`config.mk`:
```
export PLATFORM = sky130hd
export DESIGN_NAME = mpq_cell
export DESIGN_NICKNAME = d
export VERILOG_FILES = /design/src/hw/rtl/mpq_pkg.sv /design/src/hw/rtl/mpq_cell.sv
export SDC_FILE = /design/constraint.sdc
export NUM_CORES = 1
export LEC_CHECK = 0
export BUFFER_PORTS_ARGS = -buffer_cell sky130_fd_sc_hd__buf_4
export CAP_MARGIN = 20
export CORE_ASPECT_RATIO = 1.4
export CORE_MARGIN = 3
export CORE_UTILIZATION = 47
export CTS_BUF_LIST = sky130_fd_sc_hd__clkbuf_8
export DETAILED_ROUTE_END_ITERATION = 16
export PLACE_DENSITY_LB_ADDON = 0.25
export SYNTH_ARGS = -nofsm -noshare
export SYNTH_HDL_FRONTEND = slang
export SYNTH_SLANG_ARGS = --single-unit
```
`constraint.sdc`:
```
create_clock -name clk -period 4.1 [get_ports clk]
set_clock_uncertainty 0.1 [all_clocks]
set_input_delay 0.41 -clock clk [delete_from_list [all_inputs] [get_ports clk]]
set_output_delay 0.41 -clock clk [all_outputs]
set_load 0.02 [all_outputs]
```
`src/hw/rtl/mpq_pkg.sv`:
```
// Package for the max priority queue: sizes, operation and status codes,
// and the word types that travel along the chain of sorting cells.
// Depends on nothing; every other file of the block uses it.
`default_nettype none

package mpq_pkg;

  // Number of cells, and so the number of keys the queue can hold.
  localparam int CAPACITY = 64;
  localparam int KEY_W    = 32;
  localparam int CNT_W    = $clog2(CAPACITY + 1);
  localparam int ECNT_W   = 7;

  // Operation codes on the func port.
  localparam logic FUNC_INSERT  = 1'b0;
  localparam logic FUNC_EXTRACT = 1'b1;

  // Status codes of a result word.
  typedef enum logic [1:0] {
    STAT_OK    = 2'd0,
    STAT_EMPTY = 2'd1,
    STAT_FULL  = 2'd2
  } status_t;

  // Command broadcast to every cell.
  typedef struct packed {
    logic                    ins;
    logic                    ext;
    logic signed [KEY_W-1:0] key;
  } mpq_cmd_t;

  // What a cell shows to its neighbors.
  typedef struct packed {
    logic                    valid;
    logic                    place;
    logic signed [KEY_W-1:0] key;
  } mpq_link_t;

endpackage

`default_nettype wire

```
`src/hw/rtl/mpq_cell.sv`:
```
// One cell of the sorted chain: holds one key and its valid bit.
// Depends on mpq_pkg for the command and link word types.
`default_nettype none

module mpq_cell (
  input  wire logic               clk,
  input  wire logic               rst,
  input  wire mpq_pkg::mpq_cmd_t  cmd,
  input  wire mpq_pkg::mpq_link_t left,
  input  wire mpq_pkg::mpq_link_t right,
  output mpq_pkg::mpq_link_t      own
);

  logic                            valid;
  logic signed [mpq_pkg::KEY_W-1:0] key;
  logic                            place;

  // The new key belongs here or above when this cell is free or holds less.
  assign place = cmd.ins && (!valid || (cmd.key > key));

  always_comb begin
    own.valid = valid;
    own.place = place;
    own.key   = key;
  end

  // Insert shifts the smaller keys one cell down; extract shifts all up.
  always_ff @(posedge clk) begin
    if (rst) begin
      valid <= 1'b0;
    end else if (cmd.ext) begin
      valid <= right.valid;
    end else if (place) begin
      valid <= left.place ? left.valid : 1'b1;
    end
  end

  always_ff @(posedge clk) begin
    if (cmd.ext) begin
      key <= right.key;
    end else if (place) begin
      key <= left.place ? left.key : cmd.key;
    end
  end

endmodule

`default_nettype wire

```
==> metrics.csv <==
stage,metric,value,unit
worst_hold_path,Worst Hold Class,in -> reg,
floorplanning,Die Height,93.6,um
synth,"FF+latch count, synth",33,
cts,CTS H-tree lvls,2,
flow_run,max cap viols,0,
timing,final hold viol count,0,
cells_and_area,Storage cell area,981,sq um
cells_and_area,Layout area overhead,44.4,%
floorplanning,Site Rows,31,
place,Final Wtd Congestion,0.713,
setup_path,CP Launch Type,register,
cells_and_area,ratio of cells with drive above 1 in the final layout,37.2,%
detailed_routing,Top Layer Used,met4,
floorplanning,die area,6420,sq um
detailed_routing,drt pass-1 iters,6,
cells_and_area,final antenna diode count,0,
synth,Synth Area in XOR/XNOR,0,%
synth,"Seq/Total Area, Yosys",38.1,%
place,post-detail-place hpwl,5370,um
cells_and_area,nets,538,
setup_path,reg2reg start,key[31]$_DFFE_PP_,
detailed_routing,Post-route DRC,0,
timing,RSZ-0062 raised after global routing,false,
timing,Min Hold Slack,306,ps
detailed_routing,"antenna viol nets, final",0,
cts,Root Buffer,clkbuf_8,
floorplanning,die width,68.6,um
setup_path,Worst Setup Path Type,reg -> reg,
synth,area share of fa/ha/maj cells after synthesis,15.5,%
timing,Final setup viols,0,
cts,Num CTS Buffers,5,
detailed_routing,Metal-1 WL,2450,um
cts,CTS Buffer Depth,2,
power_and_ir_drop,total chip power,1.13,mW
detailed_routing,total wire length,6820,um
cts,"Reg clk slew, reported paths",70,ps
global_routing,first-pass GRT wire length,10300,um
power_and_ir_drop,Pleak,1.88,nW
floorplanning,Initial Utilization,49.2,%
timing,Final Worst Setup Slack,1080,ps
floorplanning,Core Region,5240,sq um
global_routing,vias in the first global route,2413,
synth,Synth Instances,271,
cts,CTS tree,yes,
timing,Slew HR,60.7,%
synth,Synth Area in Compound Gates,14.3,%
cts,CTS Sinks,33,
timing,TNS Setup,0,ps
global_routing,GR Overflow Total,0,
synth,simple logic cell fraction of the synthesized area,12.2,%
global_routing,initial antenna violation count,0,
status,status,finished clean,
setup_path,Worst setup startpoint,key[31]$_DFFE_PP_,
synth,Netlist cell types,34,
detailed_routing,routed wl met3,530,um
cts,Hold Buf Count CTS,0,
cells_and_area,"most common cell after layout, fill and taps aside",buf_4,
setup_path,Critical Path RT,4030,ps
timing,Worst-Margin Slew,588,ps
detailed_routing,initial DRC count,96,
timing,max-slew violation total from the final report,0,
setup_path,WP data arrival,2950,ps
timing,Final min period,3020,ps
setup_path,crit end category,register,
synth,Avg Synthesized Cell Area,9.51,sq um
synth,syn_nets,407,
place,I/O Buffers,136,
synth,post-synthesis mux area share,12.4,%
detailed_routing,vias post-DR,2518,
setup_path,Critical Path Fanout Max,24,
detailed_routing,Met2 Routed Length,3710,um
cts,Post-CTS Resized,0,
place,Placement Setup Slack,914,ps
timing,Peak Freq,332,MHz
power_and_ir_drop,pwr dens,304,nW/um^2
timing,post-route clock period utilization,73.6,%
cells_and_area,"commonest non-fill, non-tap cells in the layout","buf_4, nand2_1, o21ai_0",
detailed_routing,vias per inst,5.37,
synth,synth warn,0,
synth,Mapped Area,2580,sq um
global_routing,GRT Util Overall,21.1,%
cells_and_area,Fillers,418,
cts,worst skew pair latency,280,ps
worst_hold_path,hold path startpoint,right[2],
cells_and_area,multi-input logic area,1400,sq um
global_routing,largest net degree at the start of global routing,68,
floorplanning,Ports,138,
cts,Setup Buffers After CTS,0,
power_and_ir_drop,peak supply drop,0.225,mV
detailed_routing,drt wl/cell,14.5,um
synth,largest family of logic cells by synthesized area,adder cells,
final cells by class:
type                    count  share of cell area, %
clock buffers               5                   1.85
repair buffers            137                   28.0
well taps                  66                   2.22
clock inverters             3                  0.336
inverters                  35                   3.53
flip-flops and latches     33                   26.4
multi-input cells         190                   37.7
worst max-delay path, cell delays in order, from the launching register on:
cell and delay (ps):
edfxtp_1 350, inv_1 50, ha_1 430, nand4_2 180, nor4_2 350, a21boi_2 150
a32oi_1 260, nand4_1 510, buf_12 380
metrics by stage:
| step | area [sq um] | instances | util (%) |
|---|---|---|---|
| final | 3720 | 469 | 71.1 |
| after global routing | 3720 | 469 | 71.1 |
| after CTS | 3720 | 469 | 71.1 |
| after detailed placement | 3640 | 461 | 69.5 |
| after global placement | 3640 | 461 | 69.5 |
| after floorplan | 2580 | 271 | - |
Yosys cell counts:
master | number | area share [%]
a21boi_2 | 1 | 0.44
a32oi_1 | 1 | 0.34
clkbuf_1 | 8 | 1.2
nor2_2 | 1 | 0.24
a41oi_1 | 1 | 0.34
nand3_1 | 6 | 1.2
nand3b_1 | 1 | 0.29
a221oi_2 | 1 | 0.58
inv_1 | 34 | 5.0
or3b_1 | 1 | 0.34
ha_1 | 32 | 16
o221ai_1 | 1 | 0.34
a21oi_1 | 15 | 2.9
a2111oi_0 | 1 | 0.34
nor2b_1 | 1 | 0.24
dfxtp_1 | 1 | 0.78
o41a_1 | 1 | 0.44
edfxtp_1 | 32 | 37
a21o_1 | 3 | 0.87
inv_2 | 1 | 0.15
buf_4 | 2 | 0.58
buf_2 | 3 | 0.58
nor4_1 | 1 | 0.24
mux2i_1 | 32 | 12
a211oi_1 | 1 | 0.29
nand4_2 | 2 | 0.97
or4b_1 | 1 | 0.39
nor4_2 | 1 | 0.49
nand4_1 | 8 | 1.9
and3_1 | 1 | 0.24
o211ai_1 | 2 | 0.58
o21ai_0 | 35 | 6.8
nor2_1 | 1 | 0.15
nand2_1 | 38 | 5.5
power breakdown:
part           total, mW  switching [mW]  internal [mW]
sequential         0.453          0.0236          0.429
combinational      0.440           0.231          0.210
clock              0.236           0.122          0.114
cells by family after synthesis:
logic type      count (synthesis)
compound gates                 63
fa+ha+maj                      32
buf+inv                        48
flops                          33
mux                            32
simple gates                   63
final timing paths:
check	end	slack, ps	depth (start not counted)
min	key[2]$_DFFE_PP_	310	3
max reg2reg	key[13]$_DFFE_PP_	1080	8
min reg2reg	valid$_SDFFE_PP0P_	630	3
max	key[13]$_DFFE_PP_	1080	8
layer usage:
layer / track usage [%] / vias to the layer above
met2: 40.1 / 108
met3: 4.21 / 12
met5: 0 / -
li1: - / 1246
met1: 21.9 / 1152
met4: 7.13 / 0
state kept, by name (all words and copies together) (netlist names):
signal	count
key	32
valid	1
Power figures use the tool's default switching activity.
